**config.mk**
```make
export PLATFORM = sky130hd
export DESIGN_NAME = argb_pixel_blend_unit
export DESIGN_NICKNAME = d
export VERILOG_FILES = /design/src/sv/pblend_pkg.sv /design/src/sv/argb_pixel_blend_unit.sv /design/src/sv/pblend_regs.sv /design/src/sv/pblend_mul_stage.sv /design/src/sv/pblend_add_stage.sv
export SDC_FILE = /design/constraint.sdc
export NUM_CORES = 1
export LEC_CHECK = 0
export ABC_CLOCK_PERIOD_IN_PS = 14200
export BUFFER_PORTS_ARGS = -buffer_cell sky130_fd_sc_hd__buf_2
export CAP_MARGIN = 5
export CORE_MARGIN = 2
export CORE_UTILIZATION = 25
export CTS_CLUSTER_SIZE = 8
export DETAILED_ROUTE_END_ITERATION = 10
export PLACE_DENSITY = 0.38
export SYNTH_ARGS = -nofsm -noshare
export SYNTH_HDL_FRONTEND = slang
export SYNTH_SLANG_ARGS = --single-unit
```
**constraint.sdc**
```tcl
create_clock -name clk -period 14.2 [get_ports clk]
set_input_delay 2.84 -clock clk [delete_from_list [all_inputs] [get_ports clk]]
set_output_delay 2.84 -clock clk [all_outputs]
set_load 0.005 [all_outputs]
```
**src/sv/pblend_pkg.sv**
```systemverilog
package pblend_pkg;

    localparam int unsigned CHAN_W = 8;
    localparam int unsigned PIX_W  = 32;
    localparam int unsigned OP_W   = 2;

    localparam logic [CHAN_W-1:0] CHAN_MAX = 8'hFF;

    // op codes on the request channel
    localparam logic [OP_W-1:0] OP_FILL    = 2'd0;
    localparam logic [OP_W-1:0] OP_TEXTURE = 2'd1;
    localparam logic [OP_W-1:0] OP_CONVERT = 2'd2;

    // register indexes on the configuration port, byte address is 4 * index
    localparam int unsigned REG_IDX_W = 2;

    localparam logic [REG_IDX_W-1:0] REG_FILL_COLOR = 2'd0;
    localparam logic [REG_IDX_W-1:0] REG_TINT_RED   = 2'd1;
    localparam logic [REG_IDX_W-1:0] REG_TINT_GREEN = 2'd2;
    localparam logic [REG_IDX_W-1:0] REG_TINT_BLUE  = 2'd3;

    // how the final stage forms the result pixel
    typedef enum logic [1:0] {
        KIND_NONE      = 2'd0,
        KIND_FILL_COPY = 2'd1,
        KIND_BLEND     = 2'd2,
        KIND_CONVERT   = 2'd3
    } kind_t;

    typedef struct packed {
        logic [PIX_W-1:0]  fill_color;
        logic [CHAN_W-1:0] tint_red;
        logic [CHAN_W-1:0] tint_green;
        logic [CHAN_W-1:0] tint_blue;
    } cfg_t;

    // after the multiply stage
    typedef struct packed {
        kind_t             kind;
        logic [PIX_W-1:0]  raw;
        logic [CHAN_W-1:0] col_r;
        logic [CHAN_W-1:0] col_g;
        logic [CHAN_W-1:0] col_b;
        logic [CHAN_W-1:0] dk_r;
        logic [CHAN_W-1:0] dk_g;
        logic [CHAN_W-1:0] dk_b;
    } s1_t;

    // after the saturating add stage
    typedef struct packed {
        kind_t               kind;
        logic [PIX_W-1:0]    raw;
        logic [3*CHAN_W-1:0] blend;
    } s2_t;

endpackage

```
**src/sv/argb_pixel_blend_unit.sv**
```systemverilog
// ARGB8888 pixel blend unit. Each request carries an op (fill, texture,
// convert to RGB565), a source texel and the current destination pixel, and
// yields one result: a write flag and the pixel to store. Fill blends the
// premultiplied fill_color over the destination (alpha 0 skips the write,
// alpha 255 copies the color with its alpha byte); texture blends the
// premultiplied source, optionally modulated by the tint registers, and a
// zero source alpha skips the write. Blended channels saturate at 255 and the
// blended alpha byte is 0. A skipped pixel returns out_pixel 0. The datapath
// is three register stages (multiply, saturating add, result select): a
// request passes through the multiply, add and result registers in turn; one
// request is taken every cycle unless a stall holds the pipe. out_stall holds
// the result register; a stage behind it keeps advancing while the stage ahead
// has room, and in_stall rises only when every stage holds a waiting request.
// Write the registers through the APB port only while no request is in flight.
module argb_pixel_blend_unit
    import pblend_pkg::*;
(
    input  logic             clk,
    input  logic             rst_n,
    // configuration
    input  logic             psel,
    input  logic             penable,
    input  logic             pwrite,
    input  logic [3:0]       paddr,
    input  logic [31:0]      pwdata,
    output logic [31:0]      prdata,
    output logic             pready,
    // request channel
    input  logic             in_valid,
    output logic             in_stall,
    input  logic [OP_W-1:0]  op,
    input  logic [PIX_W-1:0] src_pixel,
    input  logic [PIX_W-1:0] dst_pixel,
    // result channel
    output logic             out_valid,
    input  logic             out_stall,
    output logic             write_enable,
    output logic [PIX_W-1:0] out_pixel
);

    cfg_t             cfg;
    logic             s1_ready;
    logic             s1_valid;
    s1_t              s1_data;
    logic             s2_ready;
    logic             s2_valid;
    s2_t              s2_data;
    logic             out_ready;
    logic             out_valid_reg;
    logic             out_valid_next;
    logic             we_reg;
    logic             we_next;
    logic [PIX_W-1:0] pix_reg;
    logic [PIX_W-1:0] pix_next;

    pblend_regs u_regs (
        .clk     (clk),
        .rst_n   (rst_n),
        .psel    (psel),
        .penable (penable),
        .pwrite  (pwrite),
        .paddr   (paddr),
        .pwdata  (pwdata),
        .prdata  (prdata),
        .pready  (pready),
        .cfg     (cfg)
    );

    // Stage 1: pick coverage and color, tint and destination products
    pblend_mul_stage u_mul (
        .clk       (clk),
        .rst_n     (rst_n),
        .cfg       (cfg),
        .in_valid  (in_valid),
        .op        (op),
        .src_pixel (src_pixel),
        .dst_pixel (dst_pixel),
        .dn_ready  (s2_ready),
        .up_ready  (s1_ready),
        .valid     (s1_valid),
        .data      (s1_data)
    );

    assign in_stall = !s1_ready;

    // Stage 2: saturating per-channel add
    pblend_add_stage u_add (
        .clk      (clk),
        .rst_n    (rst_n),
        .in_valid (s1_valid),
        .in_data  (s1_data),
        .dn_ready (out_ready),
        .up_ready (s2_ready),
        .valid    (s2_valid),
        .data     (s2_data)
    );

    // Stage 3: select the result form and hold it until taken
    assign out_ready = !out_valid_reg || !out_stall;

    always_comb
    begin
        case (s2_data.kind)
            KIND_FILL_COPY:
            begin
                we_next  = 1'b1;
                pix_next = s2_data.raw;
            end
            KIND_BLEND:
            begin
                we_next  = 1'b1;
                pix_next = {8'd0, s2_data.blend};
            end
            KIND_CONVERT:
            begin
                we_next  = 1'b1;
                pix_next = s2_data.raw;
            end
            default:
            begin
                // skipped pixel: drop the write, zero the payload
                we_next  = 1'b0;
                pix_next = '0;
            end
        endcase
    end

    assign out_valid_next = out_ready ? s2_valid : out_valid_reg;

    always_ff @(posedge clk or negedge rst_n)
    begin
        if (!rst_n)
            out_valid_reg <= 1'b0;
        else
            out_valid_reg <= out_valid_next;
    end

    always_ff @(posedge clk)
    begin
        if (out_ready)
        begin
            we_reg  <= we_next;
            pix_reg <= pix_next;
        end
    end

    assign out_valid    = out_valid_reg;
    assign write_enable = we_reg;
    assign out_pixel    = pix_reg;

endmodule

```
**src/sv/pblend_regs.sv**
```systemverilog
module pblend_regs
    import pblend_pkg::*;
(
    input  logic        clk,
    input  logic        rst_n,
    input  logic        psel,
    input  logic        penable,
    input  logic        pwrite,
    input  logic [3:0]  paddr,
    input  logic [31:0] pwdata,
    output logic [31:0] prdata,
    output logic        pready,
    output cfg_t        cfg
);

    cfg_t                 cfg_reg;
    cfg_t                 cfg_next;
    logic                 wr_en;
    logic [REG_IDX_W-1:0] reg_idx;

    assign pready  = 1'b1;
    assign wr_en   = psel && penable && pwrite;
    assign reg_idx = paddr[3:2];
    assign cfg     = cfg_reg;

    always_comb
    begin
        cfg_next = cfg_reg;
        if (wr_en)
        begin
            case (reg_idx)
                REG_FILL_COLOR: cfg_next.fill_color = pwdata;
                REG_TINT_RED:   cfg_next.tint_red   = pwdata[CHAN_W-1:0];
                REG_TINT_GREEN: cfg_next.tint_green = pwdata[CHAN_W-1:0];
                REG_TINT_BLUE:  cfg_next.tint_blue  = pwdata[CHAN_W-1:0];
                default:        cfg_next = cfg_reg;
            endcase
        end
    end

    always_comb
    begin
        case (reg_idx)
            REG_FILL_COLOR: prdata = cfg_reg.fill_color;
            REG_TINT_RED:   prdata = {24'd0, cfg_reg.tint_red};
            REG_TINT_GREEN: prdata = {24'd0, cfg_reg.tint_green};
            REG_TINT_BLUE:  prdata = {24'd0, cfg_reg.tint_blue};
            default:        prdata = '0;
        endcase
    end

    always_ff @(posedge clk or negedge rst_n)
    begin
        if (!rst_n)
        begin
            cfg_reg.fill_color <= 32'hFFFF_FFFF;
            cfg_reg.tint_red   <= CHAN_MAX;
            cfg_reg.tint_green <= CHAN_MAX;
            cfg_reg.tint_blue  <= CHAN_MAX;
        end
        else
        begin
            cfg_reg <= cfg_next;
        end
    end

endmodule

```
**src/sv/pblend_mul_stage.sv**
```systemverilog
module pblend_mul_stage
    import pblend_pkg::*;
(
    input  logic             clk,
    input  logic             rst_n,
    input  cfg_t             cfg,
    input  logic             in_valid,
    input  logic [OP_W-1:0]  op,
    input  logic [PIX_W-1:0] src_pixel,
    input  logic [PIX_W-1:0] dst_pixel,
    input  logic             dn_ready,
    output logic             up_ready,
    output logic             valid,
    output s1_t              data
);

    logic              valid_reg;
    logic              valid_next;
    s1_t               data_reg;
    s1_t               data_next;
    logic              plain;
    logic [CHAN_W-1:0] alpha;
    logic [CHAN_W-1:0] k;
    logic [15:0]       tp_r;
    logic [15:0]       tp_g;
    logic [15:0]       tp_b;
    logic [15:0]       dp_r;
    logic [15:0]       dp_g;
    logic [15:0]       dp_b;

    assign up_ready = !valid_reg || dn_ready;
    assign valid    = valid_reg;
    assign data     = data_reg;

    assign plain = (cfg.tint_red == CHAN_MAX) && (cfg.tint_green == CHAN_MAX)
                && (cfg.tint_blue == CHAN_MAX);

    // tint products on the source channels
    assign tp_r = 16'(src_pixel[23:16]) * 16'(cfg.tint_red);
    assign tp_g = 16'(src_pixel[15:8])  * 16'(cfg.tint_green);
    assign tp_b = 16'(src_pixel[7:0])   * 16'(cfg.tint_blue);

    // coverage comes from the fill color or the source texel
    assign alpha = (op == OP_FILL) ? cfg.fill_color[31:24] : src_pixel[31:24];
    assign k     = CHAN_MAX - alpha;

    assign dp_r = 16'(dst_pixel[23:16]) * 16'(k);
    assign dp_g = 16'(dst_pixel[15:8])  * 16'(k);
    assign dp_b = 16'(dst_pixel[7:0])   * 16'(k);

    always_comb
    begin
        data_next.kind  = KIND_NONE;
        data_next.raw   = '0;
        data_next.col_r = src_pixel[23:16];
        data_next.col_g = src_pixel[15:8];
        data_next.col_b = src_pixel[7:0];
        data_next.dk_r  = dp_r[15:8];
        data_next.dk_g  = dp_g[15:8];
        data_next.dk_b  = dp_b[15:8];
        case (op)
            OP_FILL:
            begin
                data_next.col_r = cfg.fill_color[23:16];
                data_next.col_g = cfg.fill_color[15:8];
                data_next.col_b = cfg.fill_color[7:0];
                data_next.raw   = cfg.fill_color;
                if (alpha == CHAN_MAX)
                    data_next.kind = KIND_FILL_COPY;
                else if (alpha != '0)
                    data_next.kind = KIND_BLEND;
            end
            OP_TEXTURE:
            begin
                // full coverage gives k = 0, so the blend path also covers the copy
                if (alpha != '0)
                    data_next.kind = KIND_BLEND;
                if (!plain)
                begin
                    data_next.col_r = tp_r[15:8];
                    data_next.col_g = tp_g[15:8];
                    data_next.col_b = tp_b[15:8];
                end
            end
            OP_CONVERT:
            begin
                data_next.kind = KIND_CONVERT;
                data_next.raw  = {16'd0, src_pixel[23:19], src_pixel[15:10], src_pixel[7:3]};
            end
            default:
            begin
                data_next.kind = KIND_NONE;
            end
        endcase
    end

    assign valid_next = up_ready ? in_valid : valid_reg;

    always_ff @(posedge clk or negedge rst_n)
    begin
        if (!rst_n)
            valid_reg <= 1'b0;
        else
            valid_reg <= valid_next;
    end

    always_ff @(posedge clk)
    begin
        if (up_ready)
            data_reg <= data_next;
    end

endmodule

```
**src/sv/pblend_add_stage.sv**
```systemverilog
module pblend_add_stage
    import pblend_pkg::*;
(
    input  logic clk,
    input  logic rst_n,
    input  logic in_valid,
    input  s1_t  in_data,
    input  logic dn_ready,
    output logic up_ready,
    output logic valid,
    output s2_t  data
);

    logic            valid_reg;
    logic            valid_next;
    s2_t             data_reg;
    s2_t             data_next;
    logic [CHAN_W:0] sum_r;
    logic [CHAN_W:0] sum_g;
    logic [CHAN_W:0] sum_b;

    assign up_ready = !valid_reg || dn_ready;
    assign valid    = valid_reg;
    assign data     = data_reg;

    assign sum_r = {1'b0, in_data.dk_r} + {1'b0, in_data.col_r};
    assign sum_g = {1'b0, in_data.dk_g} + {1'b0, in_data.col_g};
    assign sum_b = {1'b0, in_data.dk_b} + {1'b0, in_data.col_b};

    // clamp each channel instead of carrying into its neighbor
    always_comb
    begin
        data_next.kind  = in_data.kind;
        data_next.raw   = in_data.raw;
        data_next.blend = {sum_r[CHAN_W] ? CHAN_MAX : sum_r[CHAN_W-1:0],
                           sum_g[CHAN_W] ? CHAN_MAX : sum_g[CHAN_W-1:0],
                           sum_b[CHAN_W] ? CHAN_MAX : sum_b[CHAN_W-1:0]};
    end

    assign valid_next = up_ready ? in_valid : valid_reg;

    always_ff @(posedge clk or negedge rst_n)
    begin
        if (!rst_n)
            valid_reg <= 1'b0;
        else
            valid_reg <= valid_next;
    end

    always_ff @(posedge clk)
    begin
        if (up_ready)
            data_reg <= data_next;
    end

endmodule

```
# Word level (Yosys, flattened, before mapping)
# Cells that the tools add are included.
# classes
n_mux	10
n_reduce_logical	21
n_eq_ne	12
mul	6
n_addsub	4
# op_table
op	n
$pmux 32 s2	2
$pmux 32 s4	1
$mul 8x8->16	6
$pmux 24 s2	1
$eq 8x8->1 const B	4
$add 8x8->9	3
$mux 24	1
$eq 2x2->1 const B	5
$mux 8	1
$reduce_and 2->1	4
$reduce_bool 8->1	1
$sub 8x8->8 const A	1
$eq 2x1->1 const B	3
$pmux 2 s3	1
$logic_not 1->1	5
$logic_and 1x1->1	4
$logic_not 2->1	2
$mux 2	2
$logic_or 1x1->1	3
$reduce_or 3->1	1
$reduce_or 2->1	1
$mux 1	1
# totals
in_bits	109
out_inout_bits	68
ff_bits	232

# Longest topological paths before layout
# Gate-level depths: netlist of run 1.
# logic_depth
ltp_word	6
depth_mapped	24
ltp_nobuf	21

# By module
# Synthesis of run 1 repeated with hierarchy kept, for this count alone.
# hier_totals
hier_cells	1966
area_unflattened_um2	21623.2
# modules_own_cells
module	cells_per_inst	instances	area_per_inst_um2	seq_area_each_um2
pblend_mul_stage	1531	1	14777.9	2487.4
pblend_add_stage	196	1	2877.8	1766.7
pblend_regs	162	1	2618.8	1471.4
argb_pixel_blend_unit	77	1	1348.8	1016.0

# Least setup slack after synthesis of run 1
# OpenSTA, ideal clock, no wires.
# synth_timing
path_type	input to output
startpoint	in out_stall
endpoint	out in_stall
n_path_buf	0
setup_slack_ps	5727
required_ps	11360
arrival_time_ps	5633
cell_stages	2
path_cell_list	nand4_1 inv_1
# synth_via
elab_chain_cells	5
# synth_rtl
element	line	rtl
start: declaration	argb_pixel_blend_unit.sv:36	input logic out_stall,
$logic_not 1->1	argb_pixel_blend_unit.sv:99	assign out_ready = !out_valid_reg || !out_stall;
$logic_or 1x1->1	argb_pixel_blend_unit.sv:99	
$logic_or 1x1->1	pblend_add_stage.sv:22	assign up_ready = !valid_reg || dn_ready;
$logic_or 1x1->1	pblend_mul_stage.sv:31	assign up_ready = !valid_reg || dn_ready;
$logic_not 1->1	argb_pixel_blend_unit.sv:84	assign in_stall = !s1_ready;
end: declaration	argb_pixel_blend_unit.sv:30	output logic in_stall,
# No other way between the ends.

==> flow_summary.ini, run 1 <==
[sta]
hold_viol_final = 0
slew_headroom = 0.228
period_minus_slack_ns = 9.06
fmaxAchievable_ghz = 0.110
fin_skew_ns = 0.0412
whs_ns = 0.392
fin_crit_sh = 0.638
worst_pin_slew_ns = 1.15
grt_setup_unrepaired = false
finalSetupViolCount = 0
drv_slew = 0
fin_ws_ns = 5.14
fin_tns_setup_ns = 0

[global_routing]
grt_max_degree = 70
grt_use_total = 0.142
antenna_found_initial = 4
grt_pass1_wl_um = 96400
first_global_vias = 16000
overflow = 0

[clock_network]
cts_resized = 0
cts_tree = built
clkSinkCount = 232
htree_levels = 2
cts_setup_buffers = 0
clock_latency_ns = 0.55
clkTransAtPathRegs_ns = 0.05
clock_tree.buffer_depth = 3
cts_hold_buf = 0
cts_root_buf = clkbuf_16
cts-buffers-inserted = 35

[placed_design]
dpl.hpwl_um = 48300
place_inst = 3244
routabilityCongestion = 0.778
portBuffers = 165
postPlaceCellArea_mm2 = 0.0237
dp_worst_setup_slack_ns = 4.52

[routing]
num_vias = 14600
routed_wl_um = 62200
dr.pass1.iters = 5
route.antenna.remaining_nets = 0
wl_per_cell_um = 18.8
drtIter0Drc = 628
vias_per_cell = 4.42
drc = 0

[yosys]
ys.flop_type = edfxtp_1
synth_fp_nets = 2534
netlist_area_mm2 = 0.0216
async_flop_share = 0.254
avgSynthCellArea_um2 = 10.8
yosys_warnings = 0
syn_inst = 1990
synth-edff-count = 173
synth.most_common_cell = and2_1
synth-seq-cells = 232
synthTopCellsByArea = edfxtp_1 24%, fa_1 20%, ha_1 13%
yosysTopAreaCell = edfxtp_1
yosysSeqAreaShare = 0.313
synth_common_cells = 333 x and2_1, 294 x inv_1, 222 x ha_1
yosys.cell_types.count = 72
synth_top_area_frac = 0.241

[pwr]
p_per_area_mw_per_mm2 = 184
vdd.ir_drop.worst_uv = 84.4
leakagePower_nw = 11.4
finalPower_mw = 4.54

[critical_path]
path_class = primary input to register
r2r_end = u_mul.data[13]$_DFFE_PN_
critPathRequiredTime_ns = 14.46
startpoint_type = primary input
end_kind = register
r2r_cells = 18
worst-path-max-fanout = 26
regToRegStartpoint = u_regs.cfg[50]$_DFFE_PN1P_
critPathArrivalTime_ns = 9.33
reg2reg_slack_ns = 8.39

[cells_and_area]
areaGrowthSynthToFinish_pct = 14.6
stdcell_area_mm2 = 0.0247
largest_register_ffs = 82
diodes = 0
fin_util = 0.290
drive_gt1_frac = 0.173
layout.cells.non_filler = 3302
nNetsFinal = 2681

[floorplanning]
die_area_mm2 = 0.0886
die_y_um = 298
start_util = 0.253
rows = 107
core_mm2 = 0.0853
chipWidth_um = 298
io_pins = 177

[hold_path]
hold_depth = 0
hold_class = register to register
holdCritStartpoint = u_mul.data[52]$_DFFE_PN_
hold_end = u_add.data[28]$_DFFE_PP_

[run_status]
outcome = completed

[flow_run]
maxCapViolations = 0
[layer usage]
layer / routed length, um / GRT usage / vias up
met5: 7 / 0 / -
met4: 1700 / 0.0398 / 2
met3: 2280 / 0.0231 / 79
met2: 29600 / 0.238 / 246
met1: 28600 / 0.187 / 7412
li1: - / - / 6855
[critical path, stage by stage]
cell       delay (ns)
buf_2            0.08
buf_4            0.30
clkinv_1         0.48
nand2_1          0.80
nor2_1           0.18
a21oi_4          0.75
and2_1           0.26
fa_1             0.40
inv_1            0.09
fa_1             0.39
inv_1            0.08
fa_1             0.43
fa_1             0.45
ha_1             0.32
nand4b_1         0.09
nor2_1           0.06
a2111oi_2        0.44
o21bai_2         0.20
a31oi_1          0.29
nor2b_1          0.08
o31a_1           0.25
[how the worst max path moves through the flow]
stage	start	endpoint	cells past startpoint	slack, ns
3_5_place_dp	op[0]	u_mul.data[7]$_DFFE_PN_	23	4.52
2_1_floorplan	out_stall	in_stall	2	5.73
6_report	op[0]	u_mul.data[13]$_DFFE_PN_	21	5.14
3_3_place_gp	op[0]	u_mul.data[6]$_DFFE_PN_	23	4.57
4_1_cts	op[0]	u_mul.data[13]$_DFFE_PN_	21	5.08
5_1_grt	op[0]	u_mul.data[7]$_DFFE_PN_	23	4.71
[where the power goes]
part | leakage, nW | internal [mW] | switching [mW]
sequential | 2.45 | 1.05 | 0.185
clock | 0.486 | 0.464 | 0.316
combinational | 8.47 | 1.12 | 1.40
[kinds of logic (layout without fill, tap and decap cells)]
family / Yosys count / in the layout / share of synthesized area
flip-flops: 232 / 232 / 0.313
AND/OR/NAND/NOR: 603 / 603 / 0.159
buffers and inverters: 372 / 540 / 0.0663
adder cells (fa/ha/maj): 435 / 435 / 0.327
XOR/XNOR: 57 / 57 / 0.0232
multiplexers: 79 / 79 / 0.0449
other: 1 / 1 / 0.000174
AO/OA/AOI/OAI: 211 / 211 / 0.0666
[layout by cell type, fill, tap and decap left out, types with 6 or more instances in the layout]
cell type	netlist	routed
a22o_1	25	25
mux2_2	56	56
a21oi_1	41	36
a211oi_1	7	7
buf_2	13	165
nor3_1	14	13
nor2_1	42	41
nand4_1	11	11
buf_4	2	21
clkbuf_1	54	17
dfstp_2	56	56
nand2_1	110	110
o21bai_1	6	6
a31oi_1	9	9
edfxtp_1	173	173
xnor2_1	40	40
nand3_1	12	11
a22oi_1	13	13
nand4b_1	6	6
fa_1	213	213
nand2b_1	18	18
xor2_1	17	17
mux2i_1	15	15
o21a_1	6	6
clkbuf_16	0	35
ha_1	222	222
a21o_1	22	22
inv_1	294	294
and2_2	6	6
o21ai_0	53	53
mux4_2	6	6
and2_1	333	333
nor2b_1	16	16
or3_1	8	8
[area by class of cell]
class | count | area, um^2
Clock buffer | 53 | 953
Clock inverter | 5 | 56.3
Fill cell | 8954 | 60600
Inverter | 296 | 1110
Multi-Input combinational cell | 1386 | 13400
Sequential cell | 232 | 6740
Tap cell | 1144 | 1430
Timing Repair Buffer | 186 | 983
Power figures use the tool's default switching activity.
==> run 2: changes to the inputs <==
- ABC_CLOCK_PERIOD_IN_PS: 14200 -> 9300
- clock period: 14.2 -> 9.3 ns (I/O delays scaled with it)
==> run 2 against run 1 <==
Against the previous run: non-clock buffer count increased by 2; sequential share of layout area shrank 0.061 points; largest cell class unchanged; routed wire length is essentially flat; die area stayed put; critical path type unchanged; final cell count is 0.21% higher; critical endpoint is now u_mul.data[15]$_DFFE_PN_; largest power group unchanged; critical path depth increased by 2; sequential power grew 52%; final area up 0.22%; total power grew 53%; worst hold slack better by 0.015 ns; clock-buffer cell count up 2.
==> flow_summary.ini, run 2 (synthesized netlist as in run 1, its figures left out) <==
[run_status]
outcome = completed

[pwr]
p_int_mw = 4.05
p_switching_mw = 2.91
vdd.ir_drop.worst_uv = 126
combPwrFrac = 0.553
finalPower_mw = 6.96
seqPwrFrac = 0.271
p_per_area_mw_per_mm2 = 281
clkPwrFrac = 0.176
leakagePower_nw = 11.4
swShare = 0.418

[cells_and_area]
areaGrowthSynthToFinish_pct = 14.8
stdcell_area_mm2 = 0.0248
largest_register_ffs = 82
mostFrequentLayoutCells = 333 x and2_1, 294 x inv_1, 222 x ha_1
layout.cells.non_filler = 3309
fin_util = 0.290
drive_gt1_frac = 0.175
nNetsFinal = 2684
final_common_cell = and2_1

[floorplanning]
chipWidth_um = 298
io_pins = 177
die_y_um = 298
start_util = 0.253
die_area_mm2 = 0.0886
core_mm2 = 0.0853
rows = 107

[critical_path]
max_stage_delay_ns = 0.46
critPathSlowestCell = a2111oi_2
cp_top_family = adder cells
end_kind = register
worstSetupPathDepth = 23
worst-path-max-fanout = 20
path_class = primary input to register
startpoint_type = primary input
critPathBufInv = 7
critPathArrivalTime_ns = 7.54
crit_top_cell = fa_1
critPathRequiredTime_ns = 9.55
r2r_cells = 19
path_cells = buf_2 -> clkinv_1 -> buf_4 -> nand2_1 -> buf_4 -> nor2_1 -> a21oi_2 -> buf_4 -> and2_1 -> fa_1 -> inv_1 -> fa_1 -> inv_1 -> fa_1 -> fa_1 -> ha_1 -> nand4b_1 -> nor2_1 -> a2111oi_2 -> o21bai_2 -> a211o_1 -> a21oi_1 -> xnor2_1

[placed_design]
place_inst = 3246
dp_worst_setup_slack_ns = 1.44
dpl.hpwl_um = 48700
postPlaceCellArea_mm2 = 0.0237
portBuffers = 165
routabilityCongestion = 0.771

[global_routing]
grt_max_degree = 60
grt_use_total = 0.142
antenna_found_initial = 4
first_global_vias = 15700
overflow = 0
grt_pass1_wl_um = 96700

[routing]
routed_wl_um = 62200
drc = 0
wl_per_cell_um = 18.8
dr.pass1.iters = 4
drtIter0Drc = 624
vias_per_cell = 4.37
route.antenna.remaining_nets = 0
num_vias = 14500

[sta]
fin_crit_sh = 0.783
fmaxAchievable_ghz = 0.137
grt_setup_unrepaired = false
whs_ns = 0.407
finalSetupViolCount = 0
drv_slew = 0
slew_headroom = 0.157
fin_skew_ns = 0.0356
worst_pin_slew_ns = 1.26
fin_ws_ns = 2.02
fin_tns_setup_ns = 0
hold_viol_final = 0
period_minus_slack_ns = 7.28

[clock_network]
cts_hold_buf = 0
cts_resized = 0
clock_tree.buffer_depth = 3
clkSinkCount = 232
clkTransAtPathRegs_ns = 0.05
cts_root_buf = clkbuf_16
cts-buffers-inserted = 36
htree_levels = 2
cts_tree = built
cts_setup_buffers = 0
clock_latency_ns = 0.54

[flow_run]
maxCapViolations = 0

[hold_path]
hold_class = register to register
hold_depth = 0
-- run 2: routing by layer --
layer,track usage,part of all wire,vias up
met3,0.0194,0.034,60
met5,0,0.00019,-
met2,0.242,0.48,222
li1,-,-,6878
met1,0.193,0.47,7300
met4,0.0304,0.018,2
-- run 2: path summary, 6_finish.rpt --
check                           slack (ns)                         end                        from
worst max-delay path                  2.02    u_mul.data[15]$_DFFE_PN_                       op[0]
worst min-delay path                  0.41    u_add.data[28]$_DFFE_PP_    u_mul.data[52]$_DFFE_PN_
worst max register to register        3.64    u_mul.data[15]$_DFFE_PN_  u_regs.cfg[50]$_DFFE_PN1P_
worst min register to register        0.41    u_add.data[28]$_DFFE_PP_    u_mul.data[52]$_DFFE_PN_
max in group asynchronous             7.16     u_mul.valid$_DFFE_PN0N_                       rst_n
min in group asynchronous             1.32  u_regs.cfg[54]$_DFFE_PN1P_                       rst_n
-- run 2: final cells by class --
| type | count | area [um^2] |
|---|---|---|
| clock inverters | 6 | 58.8 |
| repair buffers | 188 | 998 |
| flip-flops and latches | 232 | 6740 |
| multi-input cells | 1386 | 13400 |
| inverters | 296 | 1110 |
| fillers | 8981 | 60500 |
| well taps | 1144 | 1430 |
| diodes | 2 | 5.00 |
| clock buffers | 55 | 993 |
-- run 2: worst register-to-register path, delay by kind of cell, from the launching register on --
family / cells / cell delay (ns)
AOI/OAI and AO/OA: 5 / 1.30
DFF: 1 / 0.51
and+or+nand+nor: 4 / 0.62
xor gates and xnor gates: 1 / 0.09
adders and majority gates: 5 / 2.30
buffers and inverters: 4 / 0.57
-- run 2: power by group through the flow --
stage	clock network (mW)	registers, mW	logic [mW]
finish	1.22	1.89	3.85
global route	1.31	1.92	4.48
CTS	1.27	1.90	3.96
detailed placement	0	1.92	3.90
global placement	0	1.92	3.89
floorplan	0	1.70	2.90
